$ cat src/hdl/tam_pkg.sv
// shared types, constants and codes for the thermometer average monitor
package tam_pkg;

   // block length default
   localparam int BLOCK_SAMPLES_DEF = 24;

   // configuration port
   localparam int CSR_INDEX_W = 2;
   localparam int CSR_DATA_W  = 16;
   localparam logic [CSR_INDEX_W-1:0] CSR_LOW_LIMIT  = 2'd0;
   localparam logic [CSR_INDEX_W-1:0] CSR_HIGH_LIMIT = 2'd1;
   localparam logic [CSR_INDEX_W-1:0] CSR_NEAR_DIST  = 2'd2;

   localparam logic signed [7:0] LOW_LIMIT_RESET  = 8'sd20;
   localparam logic signed [7:0] HIGH_LIMIT_RESET = 8'sd30;
   localparam logic [15:0]       NEAR_DIST_RESET  = 16'd40;

   // temperature class codes
   localparam logic [1:0] CLASS_HIGH   = 2'd0;
   localparam logic [1:0] CLASS_LOW    = 2'd1;
   localparam logic [1:0] CLASS_NORMAL = 2'd2;
   localparam logic [1:0] CLASS_WAIT   = 2'd3;

   // display message codes
   localparam logic [1:0] MSG_CUR_AND_AVG = 2'd0;
   localparam logic [1:0] MSG_AVG_ONLY    = 2'd1;
   localparam logic [1:0] MSG_PLEASE_WAIT = 2'd2;
   localparam logic [1:0] MSG_CLASS_ONLY  = 2'd3;

   // echo to cm: floor(echo * 17 / 1000) as (echo * 17 * ceil(2^35 / 1000)) >> 35
   localparam int ECHO_W     = 20;
   localparam int DIST_SHIFT = 35;
   localparam int DIST_MUL_W = 30;
   localparam logic [DIST_MUL_W-1:0] DIST_MUL = 30'd584115563;

   typedef struct packed {
      logic              sample_valid;
      logic signed [15:0] raw_temp;
      logic              echo_valid;
      logic [ECHO_W-1:0] echo_time_us;
   } req_type;

   typedef struct packed {
      logic [1:0]         temp_class;
      logic               led_red;
      logic               led_green;
      logic               led_blue;
      logic [1:0]         display_message;
      logic signed [15:0] current_temp;
      logic signed [15:0] average_temp;
      logic               average_ready;
      logic [15:0]        distance_cm;
   } rsp_type;

   typedef struct packed {
      logic signed [7:0] low_limit_deg;
      logic signed [7:0] high_limit_deg;
      logic [15:0]       near_distance_cm;
   } cfg_type;

   // averaging state as seen after the current word
   typedef struct packed {
      logic signed [15:0] temperature;
      logic signed [15:0] average;
      logic               ready;
      logic               past_two;
   } avg_status_type;

endpackage

$ cat src/hdl/tam_echo_dist.sv
// echo time to distance conversion and held distance
module tam_echo_dist (
   input  logic                        clock,
   input  logic                        reset,
   input  logic                        step,
   input  logic                        echo_valid,
   input  logic [tam_pkg::ECHO_W-1:0]  echo_time_us,
   output logic [15:0]                 distance_cm
);
   import tam_pkg::*;

   localparam int PROD_W = ECHO_W + DIST_MUL_W;

   logic [PROD_W-1:0] prod;
   logic [15:0]       dist_ff;
   logic [15:0]       dist_in;

   assign prod = PROD_W'(echo_time_us) * PROD_W'(DIST_MUL);

   always_comb begin
      dist_in = dist_ff;
      if (step && echo_valid) begin
         dist_in = 16'(prod[PROD_W-1:DIST_SHIFT]);
      end
   end

   always_ff @(posedge clock) begin
      if (reset) begin
         dist_ff <= '0;
      end else begin
         dist_ff <= dist_in;
      end
   end

   assign distance_cm = dist_in;

endmodule

$ cat src/hdl/tam_block_avg.sv
// sample accumulator, block counter and truncated block average
module tam_block_avg #(
   parameter int BLOCK_SAMPLES = tam_pkg::BLOCK_SAMPLES_DEF
) (
   input  logic                    clock,
   input  logic                    reset,
   input  logic                    step,
   input  logic                    sample_valid,
   input  logic signed [15:0]      raw_temp,
   output tam_pkg::avg_status_type status
);
   import tam_pkg::*;

   localparam int IDX_W   = $clog2(BLOCK_SAMPLES);
   localparam int SUM_W   = 16 + IDX_W;
   localparam int K       = SUM_W + IDX_W;
   localparam int RECIP_W = SUM_W + 1;
   localparam int PROD_W  = SUM_W + RECIP_W;
   localparam longint unsigned RECIP =
      ((64'd1 << K) + 64'(BLOCK_SAMPLES) - 64'd1) / 64'(BLOCK_SAMPLES);
   localparam logic [RECIP_W-1:0] RECIP_C = RECIP_W'(RECIP);
   localparam logic [IDX_W-1:0]   LAST_IDX = IDX_W'(BLOCK_SAMPLES - 1);
   localparam logic [IDX_W-1:0]   TWO_IDX  = IDX_W'(2);

   logic signed [SUM_W-1:0] sum_ff, sum_in;
   logic [IDX_W-1:0]        idx_ff, idx_in;
   logic signed [15:0]      avg_ff, avg_in;
   logic                    ready_ff, ready_in;
   logic signed [15:0]      temp_ff, temp_in;

   logic signed [SUM_W-1:0] total;
   logic [SUM_W-1:0]        mag;
   logic [PROD_W-1:0]       prod;
   logic [15:0]             quot;
   logic signed [15:0]      avg_new;

   // divide by the block length through a reciprocal, truncating toward zero
   assign total   = sum_ff + SUM_W'(raw_temp);
   assign mag     = total[SUM_W-1] ? SUM_W'(-total) : SUM_W'(total);
   assign prod    = PROD_W'(mag) * PROD_W'(RECIP_C);
   assign quot    = 16'(prod[PROD_W-1:K]);
   assign avg_new = total[SUM_W-1] ? 16'(-quot) : 16'(quot);

   always_comb begin
      sum_in   = sum_ff;
      idx_in   = idx_ff;
      avg_in   = avg_ff;
      ready_in = ready_ff;
      temp_in  = temp_ff;
      if (step && sample_valid) begin
         temp_in = raw_temp;
         if (idx_ff >= LAST_IDX) begin
            sum_in   = '0;
            idx_in   = '0;
            avg_in   = avg_new;
            ready_in = 1'b1;
         end else begin
            sum_in = total;
            idx_in = idx_ff + IDX_W'(1);
         end
      end
   end

   always_ff @(posedge clock) begin
      if (reset) begin
         sum_ff   <= '0;
         idx_ff   <= '0;
         avg_ff   <= '0;
         ready_ff <= 1'b0;
         temp_ff  <= '0;
      end else begin
         sum_ff   <= sum_in;
         idx_ff   <= idx_in;
         avg_ff   <= avg_in;
         ready_ff <= ready_in;
         temp_ff  <= temp_in;
      end
   end

   assign status.temperature = temp_in;
   assign status.average     = avg_in;
   assign status.ready       = ready_in;
   assign status.past_two    = idx_in > TWO_IDX;

endmodule

$ cat src/hdl/tam_classify.sv
// temperature class, leds and display message selection
module tam_classify (
   input  tam_pkg::cfg_type        cfg,
   input  tam_pkg::avg_status_type status,
   input  logic [15:0]             distance_cm,
   output tam_pkg::rsp_type        rsp
);
   import tam_pkg::*;

   logic signed [15:0] high_lim;
   logic signed [15:0] low_lim;
   logic               close;

   assign high_lim = {{4{cfg.high_limit_deg[7]}}, cfg.high_limit_deg, 4'b0000};
   assign low_lim  = {{4{cfg.low_limit_deg[7]}}, cfg.low_limit_deg, 4'b0000};
   assign close    = distance_cm <= cfg.near_distance_cm;

   always_comb begin
      rsp               = '0;
      rsp.current_temp  = status.temperature;
      rsp.average_temp  = status.average;
      rsp.average_ready = status.ready;
      rsp.distance_cm   = distance_cm;

      // high wins when the limits cross
      if (status.temperature > high_lim) begin
         rsp.temp_class = CLASS_HIGH;
         rsp.led_red    = 1'b1;
      end else if (status.temperature < low_lim) begin
         rsp.temp_class = CLASS_LOW;
         rsp.led_blue   = 1'b1;
      end else begin
         rsp.temp_class = CLASS_NORMAL;
         rsp.led_green  = 1'b1;
      end

      if (close && status.ready) begin
         rsp.display_message = MSG_CUR_AND_AVG;
      end else if (!close && (status.past_two || !status.ready)) begin
         rsp.display_message = MSG_CLASS_ONLY;
      end else if ((distance_cm < cfg.near_distance_cm) && !status.ready) begin
         rsp.display_message = MSG_PLEASE_WAIT;
         rsp.temp_class      = CLASS_WAIT;
      end else begin
         rsp.display_message = MSG_AVG_ONLY;
      end
   end

endmodule

$ cat src/hdl/thermometer_average_monitor_core.sv
// top level: input stage, averaging and distance state, result register
// a word accepted into the input stage moves on to the result register, where it is taken on the result side
// throughput: one word per cycle while rsp_stall is low; the input stage and result register let a
//   new word enter while a finished result waits under stall
// the path from the input stage to the result register holds one multiply each
//   for the block average and the echo conversion
// reset clears the pipeline valids, the block state and held values to zero,
//   and loads the limit and near-distance registers with their defaults
module thermometer_average_monitor_core #(
   parameter int BLOCK_SAMPLES = tam_pkg::BLOCK_SAMPLES_DEF
) (
   input  logic                            clock,
   input  logic                            reset,
   input  logic                            req_valid,
   output logic                            req_stall,
   input  tam_pkg::req_type                req_data,
   output logic                            rsp_valid,
   input  logic                            rsp_stall,
   output tam_pkg::rsp_type                rsp_data,
   input  logic                            csr_write,
   input  logic [tam_pkg::CSR_INDEX_W-1:0] csr_index,
   input  logic [tam_pkg::CSR_DATA_W-1:0]  csr_wdata
);
   import tam_pkg::*;

   // configuration registers
   cfg_type cfg_ff, cfg_in;

   // input stage
   logic    in_valid_ff, in_valid_in;
   req_type in_data_ff;

   // result register
   logic    rsp_valid_ff, rsp_valid_in;
   rsp_type rsp_data_ff;

   logic           out_ready;
   logic           advance;
   logic           accept;
   avg_status_type status;
   logic [15:0]    distance;
   rsp_type        rsp_next;

   // handshake: the input stage moves on whenever the result register is free or its result is taken
   assign out_ready = !rsp_valid_ff || !rsp_stall;
   assign advance   = in_valid_ff && out_ready;
   assign req_stall = in_valid_ff && !out_ready;
   assign accept    = req_valid && !req_stall;

   always_comb begin
      in_valid_in = in_valid_ff;
      if (accept) begin
         in_valid_in = 1'b1;
      end else if (advance) begin
         in_valid_in = 1'b0;
      end
      rsp_valid_in = out_ready ? in_valid_ff : 1'b1;
   end

   // register writes, indexes past the list are dropped
   always_comb begin
      cfg_in = cfg_ff;
      if (csr_write) begin
         case (csr_index)
            CSR_LOW_LIMIT:  cfg_in.low_limit_deg    = 8'(csr_wdata);
            CSR_HIGH_LIMIT: cfg_in.high_limit_deg   = 8'(csr_wdata);
            CSR_NEAR_DIST:  cfg_in.near_distance_cm = csr_wdata;
            default:        cfg_in = cfg_ff;
         endcase
      end
   end

   always_ff @(posedge clock) begin
      if (reset) begin
         in_valid_ff             <= 1'b0;
         rsp_valid_ff            <= 1'b0;
         cfg_ff.low_limit_deg    <= LOW_LIMIT_RESET;
         cfg_ff.high_limit_deg   <= HIGH_LIMIT_RESET;
         cfg_ff.near_distance_cm <= NEAR_DIST_RESET;
      end else begin
         in_valid_ff  <= in_valid_in;
         rsp_valid_ff <= rsp_valid_in;
         cfg_ff       <= cfg_in;
      end
   end

   // payload registers
   always_ff @(posedge clock) begin
      if (accept) begin
         in_data_ff <= req_data;
      end
      if (advance) begin
         rsp_data_ff <= rsp_next;
      end
   end

   // block state updates as the word leaves the input stage
   tam_block_avg #(
      .BLOCK_SAMPLES(BLOCK_SAMPLES)
   ) u_avg (
      .clock        (clock),
      .reset        (reset),
      .step         (advance),
      .sample_valid (in_data_ff.sample_valid),
      .raw_temp     (in_data_ff.raw_temp),
      .status       (status)
   );

   tam_echo_dist u_dist (
      .clock        (clock),
      .reset        (reset),
      .step         (advance),
      .echo_valid   (in_data_ff.echo_valid),
      .echo_time_us (in_data_ff.echo_time_us),
      .distance_cm  (distance)
   );

   tam_classify u_class (
      .cfg         (cfg_ff),
      .status      (status),
      .distance_cm (distance),
      .rsp         (rsp_next)
   );

   assign rsp_valid = rsp_valid_ff;
   assign rsp_data  = rsp_data_ff;

   // leds always one-hot on a valid word
   assert property (@(posedge clock) disable iff (reset)
      rsp_valid |-> $onehot({rsp_data.led_red, rsp_data.led_green, rsp_data.led_blue}))
      else $error("leds not one-hot");

   // waiting class only comes with the please-wait message before the first average
   assert property (@(posedge clock) disable iff (reset)
      rsp_valid && (rsp_data.temp_class == CLASS_WAIT) |->
         (rsp_data.display_message == MSG_PLEASE_WAIT) && !rsp_data.average_ready)
      else $error("waiting class without please-wait message");

   // current-and-average message needs a ready average
   assert property (@(posedge clock) disable iff (reset)
      rsp_valid && (rsp_data.display_message == MSG_CUR_AND_AVG) |->
         rsp_data.average_ready)
      else $error("average shown before it is ready");

   // a word in the input stage with a free result register is delivered next cycle
   assert property (@(posedge clock) disable iff (reset)
      in_valid_ff && out_ready |=> rsp_valid)
      else $error("word lost between input stage and result register");

endmodule
$ cat config.mk
export PLATFORM = sky130hd
export DESIGN_NAME = thermometer_average_monitor_core
export DESIGN_NICKNAME = d
export VERILOG_FILES = /design/src/hdl/tam_pkg.sv /design/src/hdl/tam_echo_dist.sv /design/src/hdl/tam_block_avg.sv /design/src/hdl/tam_classify.sv /design/src/hdl/thermometer_average_monitor_core.sv
export SDC_FILE = /design/constraint.sdc
export NUM_CORES = 1
export LEC_CHECK = 0
export BUFFER_PORTS_ARGS = -buffer_cell sky130_fd_sc_hd__buf_2
export CAP_MARGIN = 5
export CORE_MARGIN = 1.5
export CORE_UTILIZATION = 45
export CTS_CLUSTER_DIAMETER = 200
export DETAILED_ROUTE_END_ITERATION = 7
export HOLD_SLACK_MARGIN = 0.15
export PLACE_DENSITY = 0.65
export REMOVE_ABC_BUFFERS = 1
export SETUP_SLACK_MARGIN = 0.05
export SKIP_LAST_GASP = 1
export SYNTH_ARGS = -nofsm -noshare
export SYNTH_HDL_FRONTEND = slang
export SYNTH_SLANG_ARGS = --single-unit
$ cat constraint.sdc
create_clock -name clock -period 18 [get_ports clock]
set_input_delay 0.9 -clock clock [delete_from_list [all_inputs] [get_ports clock]]
set_output_delay 0.9 -clock clock [all_outputs]
set_load 0.05 [all_outputs]
==> results of run 1 <==
==> cell usage in the layout, fill, tap and decap left out, types with 7 or more instances in the layout <==
master	instances
edfxtp_1	94
fa_1	324
o21bai_1	14
a31oi_1	21
a21o_1	56
a21oi_1	146
nand4_1	25
o211ai_1	13
dfxtp_1	109
inv_1	578
o21a_1	13
buf_2	118
xor2_1	29
a211o_1	7
ha_1	468
nor3b_1	7
nor2b_1	16
a22oi_1	13
and2_1	33
buf_4	10
nand3_1	36
xnor2_1	47
nand2_1	173
nor3_1	21
o21ai_0	77
nand2b_1	10
nor2_1	119
o31ai_1	8
a211oi_1	12
and3_1	16
or2_2	7
clkbuf_16	26
mux2i_1	12
==> through the flow <==
stage | cells | area, um2 | util, %
after floorplan | 2622 | 25800 | -
after global placement | 3506 | 27400 | 48.4
after detailed placement | 3506 | 27400 | 48.4
after CTS | 3552 | 28400 | 50.0
after global routing | 3552 | 28400 | 50.0
final | 3552 | 28400 | 50.0
==> kinds of logic after synthesis <==
family / after synthesis / share of synthesized area (%)
compound gates: 446 / 11.4
xor+xnor: 79 / 2.74
fa+ha+maj: 792 / 47.5
buf+inv: 622 / 9.06
flops: 203 / 19.2
mux: 15 / 0.592
other cells: 2 / 0.0289
simple gates: 506 / 9.42
==> area by class of cell <==
type,count,area [um2],share of cell area [%]
repair buffers,128,666,2.35
clock inverters,13,214,0.754
clock buffers,33,707,2.49
multi-input cells,1841,18700,65.8
inverters,578,2170,7.65
flip-flops and latches,203,5000,17.6
well taps,756,946,3.33
==> worst max path at each step <==
stage | startpoint | endpoint | slack, ps | depth (start not counted)
floorplan | in_data_ff[21] | rsp_data[31] | 7830 | 35
CTS | in_data_ff[21] | rsp_data[31] | 7190 | 38
finish | in_data_ff[21] | u_avg.avg_ff[15] | 7110 | 39
global route | in_data_ff[21] | u_avg.avg_ff[15] | 6420 | 36
detailed placement | in_data_ff[21] | rsp_data[31] | 7160 | 38
global placement | in_data_ff[21] | rsp_data[31] | 7390 | 38
==> critical path, delay by kind of cell, from the launching register on <==
| kind | cells | cell delay, ps |
|---|---|---|
| fa+ha+maj | 10 | 4280 |
| compound gates | 11 | 2760 |
| simple gates | 12 | 2790 |
| flops | 1 | 390 |
| xor+xnor | 1 | 200 |
| buf+inv | 5 | 380 |
==> registers in the layout (all words and copies together) (netlist names), 5 cells and up <==
signal          count
cfg_ff             32
in_data_ff         38
rsp_data           56
u_avg.avg_ff       16
u_avg.idx_ff        5
u_avg.sum_ff       21
u_avg.temp_ff      16
u_dist.dist_ff     16
==> cells in the mapped netlist, drive strengths merged, types with 8 or more instances <==
cell type / instances / share of area [%]
inv: 578 / 8.3
ha: 468 / 23
fa: 324 / 25
nand2: 173 / 2.5
a21oi: 147 / 2.8
nor2: 119 / 1.7
dfxtp: 109 / 8.4
edfxtp: 94 / 11
o21ai: 80 / 1.6
a21o: 56 / 1.6
xnor2: 49 / 1.7
nand3: 37 / 0.73
and2: 36 / 0.88
clkbuf: 36 / 0.52
xor2: 29 / 0.98
nand4: 25 / 0.60
nor3: 23 / 0.48
a31oi: 21 / 0.51
a211oi: 18 / 0.64
nor2b: 18 / 0.44
and3: 16 / 0.39
o211ai: 15 / 0.51
a22oi: 14 / 0.46
o21bai: 14 / 0.40
o21a: 13 / 0.38
mux2i: 12 / 0.46
nand2b: 10 / 0.24
buf: 8 / 0.20
o31ai: 8 / 0.23
==> metal layers <==
metal | vias to the layer above | GRT usage, %
met3 | 77 | 3.37
li1 | 9051 | -
met5 | - | 0
met1 | 9371 | 32.4
met2 | 401 | 37.9
met4 | 0 | 4.27
==> summary.md, run 1 <==
| Metric | Value |
|---|---|
| Count of pins over their slew limit | 0 |
| Via total after detailed routing | 18900 |
| CP max FO | 7 |
| Die H | 243 um |
| Clk slew on worst S/H paths | about 70 ps |
| Layout cells sized above 1 | ~7.5% |
| R2R cell count | 39 |
| PnR worst setup slack | 7110 ps |
| Post_cts resized | 0 |
| Final Hold Viols | 0 |
| Worst Setup Start Kind | register |
| Mapped Avg Cell Area | between 9 and 10 um2 |
| Yosys cell types | 93 |
| H-tree depth | 1 |
| PortBufs | roughly 120 |
| Area Growth Syn to Fin | 9.10% |
| Worst Setup End Kind | register |
| Crit Reg-Reg Startpoint | in_data_ff[21] |
| IO Pins | 119 |
| CP max-delay cell | nor4_1 |
| Wirelength per Cell | 18.8 um |
| CP required | 18500 ps |
| Worst Hold Class | reg -> reg |
| Crit path DAT | around 11000 ps |
| Setup Crit Path Kind | reg -> reg |
| First-pass GRT wire length | ~110 mm |
| Initial antenna violation count | 0 |
| FF+latch count, synth | 203 |
| Yosys Warn Count | 0 |
| Post-synthesis cell count | 2665 |
| Sequential-to-total area share from yosys stat | 19.2% |
| Max layer used | met4 |
| Diode count | 0 |
| Most frequent CP cell | fa_1 |
| WHS Path Cells | 2 |
| Largest net degree at the start of global routing | 51 |
| Unrepaired setup endpoints after global routing | no |
| End of the worst register-to-register path | u_avg.avg_ff[15] |
| Gr ovfl total | 0 |
| Clock Tree Root | clkbuf_16 |
| Netlist Area Pre-Place | about 0.026 mm2 |
| DRT iter0 DRCs | 1133 |
| Router iterations before antenna repair | 6 |
| GRT Util Overall | 23.0% |
| CTS tree | yes |
| Hold endpoint | cfg_ff[2] |
| R2r setup slk | between 7000 and 8000 ps |
| Post-route antenna net violation count | 0 |
| Met3 WL | 3.21 mm |
| Hold Startpoint | cfg_ff[2] |
| Global placer's final weighted congestion | 0.920 |
| Period minus WS final | 10890 ps |
| Pre-CTS setup slack | around 7200 ps |
| DP Wirelength | 56.6 mm |
| Fill cells | 5179 |
| Post-synthesis async set-or-reset flop share | 0% |
| Relative max-transition margin | 24.1% |
| Clk buf depth | 3 |
| Core area | 0.0567 mm2 |
| Maximum clock rate | 91.8 MHz |
| Most used DFF post-synth | dfxtp_1 |
| Max Cap Violations | 0 |
| Initial core utilization | a little under half |
| Fin Clk Skew | 32.8 ps |
| Setup tns final | 0 ps |
| Status | completed |
| EDFF count, synth | 94 |
| Crit-path max cell delay | between 600 and 700 ps |
| Sink Count | 203 |
| Final net count | ~3600 |
| Setup bufs post-CTS | 0 |
| Vias in the first global route | 19800 |
| Drt drc | 0 |
| Total Wirelength | approximately 67 mm |
| Worst skew pair latency | 580 ps |
| Die boundary width | between 200 and 250 um |
| # setup viols final | 0 |
| Cts-stage hold buffer count | 0 |
| Row count | slightly below 90 |
| DIE AREA | 0.0592 mm2 |
| M1 wire length | approximately 31 mm |
| Via density | 5.32 |
| Final period utilization | between 60% and 70% |
| Hold slack final | between 400 and 500 ps |
| Total CTS buffers | 25 |
| Routed wl met2 | just over 30 mm |
| Worst-Margin Slew | between 1000 and 1500 ps |
Power of run 1 is left out: the tool's default activity adds up to more than one toggle a clock period on the data nets, which glitch-free logic cannot reach.
==> run 2, diff against run 1 <==
- clock period: 18 -> 11.3 ns (I/O delays scaled with it)
==> run 2 against run 1 <==
  * Clock-buffer cell count decreased by 4
  * Maximum frequency is 1.9% higher
  * Worst hold slack worse by 270 ps
  * Register-to-register slack worse by 6500 ps
  * First-iteration DRC count fell by 8.1%
  * Design area is 0.29% lower
  * Sequential share of layout area grew 0.052 points
  * Setup slack got worse by 6500 ps
  * Clock skew fell by 12 ps
  * Utilization fell by 0.15 points
  * Critical path type unchanged
==> summary.md, run 2 (same netlist as run 1, synthesis figures left out) <==
| Metric | Value |
|---|---|
| CP required | 11610 ps (-6890 ps) |
| Total Wirelength | 65.8 mm (-1.6%) |
| Worst-Margin Slew | 1160 ps (+28.5 ps) |
| Post-Place Cells | 3509 (+0.086%) |
| Met3 WL | 4.17 mm (+30%) |
| Wirelength per Cell | 18.5 um (-1.7%) |
| H-tree depth | 1 (unchanged) |
| Router iterations before antenna repair | 5 (-1) |
| Routed wl met2 | 30.3 mm (-2.6%) |
| Via total after detailed routing | 18900 (-0.22%) |
| First-pass GRT wire length | 106 mm (-2.0%) |
| DP Wirelength | 55.7 mm (-1.6%) |
| Layout Cells excl Fill | 3554 (+0.056%) |
| Via density | 5.31 (-0.27%) |
| Fin Clk Skew | 20.6 ps (-12.1 ps) |
| Clk buf depth | 3 (unchanged) |
| Count of pins over their slew limit | 0 (unchanged) |
| R2R cell count | 38 (-2.6%) |
| DRT iter0 DRCs | 1041 (-8.1%) |
| Sink Count | 203 (unchanged) |
| CP max FO | 7 (unchanged) |
| Final Hold Viols | 0 (unchanged) |
| Period minus WS final | 10690 ps (-205 ps) |
| Drt drc | 0 (unchanged) |
| Worst skew pair latency | 560 ps (-20 ps) |
| Area Growth Syn to Fin | 8.78% |
| Layout cells sized above 1 | 7.65% (+0.10 points) |
| CP max-delay cell | or4_1 |
| Total CTS buffers | 24 (-4.0%) |
| Relative max-transition margin | 22.2% (-1.9 points) |
| Worst Setup Start Kind | register |
| # setup viols final | 0 (unchanged) |
| M1 wire length | 29.6 mm (-5.7%) |
| Unrepaired setup endpoints after global routing | no |
| Status | completed |
| Final period utilization | 94.6% (+34 points) |
| Most frequent cells in the layout | inv_1, ha_1, fa_1 |
| Global placer's final weighted congestion | 1.01 (+9.9%) |
| Die H | 243 um (unchanged) |
| Worst Setup End Kind | register |
| Largest net degree at the start of global routing | 53 (+3.9%) |
| Diode count | 0 (unchanged) |
| Worst Hold Class | in -> reg |
| Setup bufs post-CTS | 0 (unchanged) |
| Clk slew on worst S/H paths | 70 ps (about the same) |
| Clock Tree Root | clkbuf_16 |
| Final net count | 3633 (+0.083%) |
| PortBufs | 118 (unchanged) |
| DIE AREA | 0.0592 mm2 (unchanged) |
| IO Pins | 119 (unchanged) |
| Setup tns final | 0 ps (unchanged) |
| Gr ovfl total | 0 (unchanged) |
| Die boundary width | 243 um (unchanged) |
| Max Cap Violations | 0 (unchanged) |
| Post-route antenna net violation count | 0 (unchanged) |
| Setup Crit Path Kind | reg -> reg |
| Commonest non-fill, non-tap cell in the layout | inv_1 |
| Maximum clock rate | 93.6 MHz (+1.9%) |
| Crit-path max cell delay | 590 ps (-30 ps) |
| Initial antenna violation count | 2 (+2) |
| Initial core utilization | 45.8% (unchanged) |
| Row count | 87 (unchanged) |
| Max reg flops | 56 (unchanged) |
| Vias in the first global route | 19900 (+0.58%) |
| WHS Path Cells | 1 (-1) |
| Most frequent CP cell | fa_1 |
| Core area | 0.0567 mm2 (unchanged) |
| Crit path DAT | 11000 ps (-390 ps) |
| GRT Util Overall | 22.5% (-0.51 points) |
| Max layer used | met5 |
| CTS tree | yes |
## run 2: cell types whose count changed in the layout (fill, tap and decap cells not counted), moves of 2 or more
cell	before	now
bufinv_16	5	2
buf_4	10	13
clkinvlp_4	0	4
clkinv_4	0	2
clkbuf_8	3	0
clkbuf_16	26	24
## run 2: cell type report
type | count | area (um2)
Fill cell | 5234 | 28400
Multi-Input combinational cell | 1841 | 18700
Sequential cell | 203 | 5000
Inverter | 578 | 2170
Tap cell | 756 | 946
Timing Repair Buffer | 132 | 698
Clock buffer | 29 | 619
Clock inverter | 15 | 165
## run 2: worst paths after layout
kind / from / slack, ps / end
worst min-delay path: req_data[0] / 180 / in_data_ff[0]
worst min register to register: cfg_ff[6] / 460 / cfg_ff[6]
worst max register to register: in_data_ff[21] / 610 / rsp_data[31]
worst max-delay path: in_data_ff[21] / 610 / rsp_data[31]
## run 2: metal layers
| metal | global-route usage (%) | vias up |
|---|---|---|
| li1 | - | 9048 |
| met1 | 30.3 | 9218 |
| met2 | 36.9 | 483 |
| met3 | 4.80 | 108 |
| met4 | 5.70 | 2 |
| met5 | 0 | - |
## run 2: stage by stage
| stage | instance area [um2] | util (%) | setup slack [ps] | hold slack [ps] |
|---|---|---|---|---|
| final | 28300 | 49.9 | 614 | 183 |
| after global routing | 28300 | 49.9 | 81.9 | 166 |
| after floorplan | 25800 | - | 1130 | 430 |
| after CTS | 28300 | 49.8 | 519 | 151 |
| after global placement | 27500 | 48.4 | 747 | 446 |
| after detailed placement | 27500 | 48.4 | 563 | 452 |
## run 2: what timing repair did
action	4_1_cts	5_1_grt
hold endpoints to repair	1	0
setup endpoints to repair	0	9
hold buffers	1	0
resized for setup	0	4
## run 2: critical path: cells and delay by family, from the launching register on
kind	cells	cell delay, ps
AO/OA/AOI/OAI	7	1550
XOR/XNOR	3	630
adder cells (fa/ha/maj)	10	4300
buffers and inverters	5	360
flip-flops	1	410
AND/OR/NAND/NOR	13	3190
Power of run 2 is left out for the same reason.
==> run 3, diff against run 2 <==
- SYNTH_HIERARCHICAL: not set -> 1
==> run 3 against run 2 <==
  * Maximum frequency up 0.55%
  * Utilization down 0.15 points
  * Design area up 8.3%
  * Register-to-register slack better by 60 ps
  * Sequential share of layout area down 1.4 points
  * Area after synthesis up 7.8%
  * Synthesized cell count up 12%
  * Critical path type unchanged
==> summary.md, run 3 <==
| Metric | Value |
|---|---|
| CP required | 11750 ps (+140 ps) |
| Commonest non-fill, non-tap cell in the layout | inv_1 |
| Layout Cells excl Fill | 3949 (+11%) |
| Sequential-to-total area share from yosys stat | 17.9% (-1.4 points) |
| Max Cap Violations | 0 (unchanged) |
| DIE AREA | 0.0638 mm2 (+7.7%) |
| Relative max-transition margin | 36.3% (+14 points) |
| Worst Hold Class | in -> reg |
| R2r setup slk | 670 ps (+60 ps) |
| PortBufs | 118 (unchanged) |
| Grt peak-use layer | met2 |
| EDFF count, synth | 94 (unchanged) |
| Crit Reg-Reg Startpoint | in_data_ff[21] |
| Unrepaired setup endpoints after global routing | no |
| Die H | 253 um (+3.8%) |
| Via density | 5.24 (-1.2%) |
| Layout cells sized above 1 | 8.84% (+1.2 points) |
| Cell taking the most area after synthesis | fa_1 |
| End of the worst register-to-register path | u_avg/avg_ff[10] |
| First-pass GRT wire length | 113 mm (+6.8%) |
| R2R cell count | 40 (+5.3%) |
| Fin Clk Skew | 18.3 ps (-2.35 ps) |
| FF+latch count, synth | 203 (unchanged) |
| GRT Util Overall | 22.4% (-0.13 points) |
| DRT iter0 DRCs | 1162 (+12%) |
| Row count | 91 (+4.6%) |
| Met2 usage | 36.8% (-0.066 points) |
| Setup bufs post-CTS | 0 (unchanged) |
| CP Capture Point | u_avg/avg_ff[10] |
| Most frequent cells in the layout | inv_1, ha_1, fa_1 |
| Initial antenna violation count | 1 (-1) |
| Setup Crit Path Kind | reg -> reg |
| Count of pins over their slew limit | 0 (unchanged) |
| Mapped Avg Cell Area | 9.42 um2 (-3.4%) |
| Diode count | 0 (unchanged) |
| Status | completed |
| Wirelength per Cell | 17.8 um (-4.0%) |
| Clk slew on worst S/H paths | 60 ps (about the same) |
| Synth top area cells | fa_1, ha_1, edfxtp_1, inv_1, dfxtp_1 |
| Area Growth Syn to Fin | 9.30% |
| Vias in the first global route | 20900 (+5.0%) |
| Largest net degree at the start of global routing | 63 (+19%) |
| CP max-delay cell | fa_1 |
| CP max FO | 8 (+1) |
| Sink Count | 203 (unchanged) |
| Yosys cell types | 111 (+19%) |
| # setup viols final | 0 (unchanged) |
| Post-synthesis async set-or-reset flop share | 0% (unchanged) |
| Setup tns final | 0 ps (unchanged) |
| Netlist Area Pre-Place | 0.0280 mm2 (+7.8%) |
| Initial core utilization | 45.5% (-0.35 points) |
| Worst Setup End Kind | register |
| Met3 GRT Util | 2.49% (-2.3 points) |
| Total Wirelength | 70.2 mm (+6.6%) |
| Period minus WS final | 10630 ps (-58.7 ps) |
| IO Pins | 119 (unchanged) |
| Die boundary width | 253 um (+3.8%) |
| Gr ovfl total | 0 (unchanged) |
| Core area | 0.0616 mm2 (+8.6%) |
| Commonest cells in the netlist | inv_1, ha_1, fa_1, nand2_1, a21oi_1 |
| Synth top area share | 22.8% (-2.2 points) |
| Crit path DAT | 11080 ps (+80 ps) |
| Hold slack final | 183 ps (+0.198 ps) |
| Worst-Margin Slew | 946 ps (-217 ps) |
| Clk buf depth | 3 (unchanged) |
| Most frequent CP cell | fa_1 |
| Most used DFF post-synth | dfxtp_1 |
| H-tree depth | 1 (unchanged) |
| Max reg flops | 56 (unchanged) |
| Clock Tree Root | clkbuf_16 |
| Final net count | 3943 (+8.5%) |
| Yosys Warn Count | 6 (+6) |
| Post-synthesis cell count | 2974 (+12%) |
| Post-Place Cells | 3867 (+10%) |
| Total CTS buffers | 26 (+8.3%) |
| Most common cell in the synthesized netlist | inv_1 |
| Final Hold Viols | 0 (unchanged) |
| CTS tree | yes |
| Critical Path Source | in_data_ff[21] |
| Worst Setup Start Kind | register |
| Maximum clock rate | 94.1 MHz (+0.55%) |
| Final period utilization | 94.0% (-0.52 points) |
| Global placer's final weighted congestion | 0.964 (-4.7%) |
| Worst skew pair latency | 580 ps (+20 ps) |
| Post-route antenna net violation count | 0 (unchanged) |
| Crit-path max cell delay | 560 ps (-30 ps) |
| Via total after detailed routing | 20700 (+9.7%) |
| Met1 usage | 31.6% (+1.3 points) |
| Drt drc | 0 (unchanged) |
| Router iterations before antenna repair | 5 (unchanged) |
| DP Wirelength | 59.0 mm (+5.9%) |
## run 3: changes by cell type in the layout (fill, tap and decap cells not counted), sizes merged, moves of 23 or more
cell / previous run / this run
a21oi: 147 / 170
dlygate4sd3: 1 / 34
buf: 131 / 164
nand2b: 10 / 56
mux2i: 12 / 47
## run 3: cell families after synthesis
kind of cell | Yosys count | synth area share (%)
buffers and inverters | 706 | 10.4
AOI/OAI and AO/OA | 501 | 11.9
DFF | 203 | 17.9
adders and majority gates | 790 | 43.8
muxes | 49 | 1.76
other | 2 | 0.0268
xor gates and xnor gates | 64 | 2.05
and+or+nand+nor | 659 | 12.2
## run 3: final cells by class
| class | instances | area [um2] |
|---|---|---|
| repair buffers | 198 | 1280 |
| clock buffers | 35 | 768 |
| inverters | 597 | 2240 |
| fillers | 5803 | 31000 |
| well taps | 837 | 1050 |
| multi-input cells | 2066 | 20200 |
| clock inverters | 13 | 115 |
| flip-flops and latches | 203 | 5000 |
## run 3: what timing repair did
action                                 in CTS  in global routing
setup endpoints to repair                   0                 22
resized for setup                           0                  8
endpoints found under the hold margin      34                  0
hold buffers                               34                  0
## run 3: through the flow
| step | utilization [%] | worst slack (ps) | instance area (um2) |
|---|---|---|---|
| 2_1_floorplan | - | 1030 | 27400 |
| 3_3_place_gp | 47.7 | 742 | 29400 |
| 3_5_place_dp | 47.7 | 601 | 29400 |
| 4_1_cts | 49.7 | 509 | 30600 |
| 5_1_grt | 49.7 | 8.32 | 30600 |
| 6_report | 49.7 | 673 | 30600 |
## run 3: worst min-delay path by stage
stage	from	endpoint	depth (start not counted)	slack [ps]
after floorplan	u_avg/sum_ff[0]	u_avg/sum_ff[0]	2	430
after global placement	u_avg/sum_ff[9]	u_avg/sum_ff[9]	2	450
after detailed placement	u_dist/dist_ff[4]	u_dist/dist_ff[4]	2	450
after CTS	req_data[32]	in_data_ff[32]	1	150
after global routing	req_data[32]	in_data_ff[32]	1	170
final	req_data[32]	in_data_ff[32]	1	180
## run 3: layer usage
metal / vias to the layer above / wire (um)
met1: 9980 / 32600
met2: 468 / 33000
met5: - / 0
li1: 10200 / -
met4: 0 / 1550
met3: 88 / 3140
## run 3: worst max-delay path: cells and delay by family, from the launching register on
kind	cells	cell delay [ps]
AOI/OAI and AO/OA	11	2250
xor gates and xnor gates	2	400
adders and majority gates	10	4320
buffers and inverters	8	770
DFF	1	350
and+or+nand+nor	9	2380
Power of run 3 is left out for the same reason.
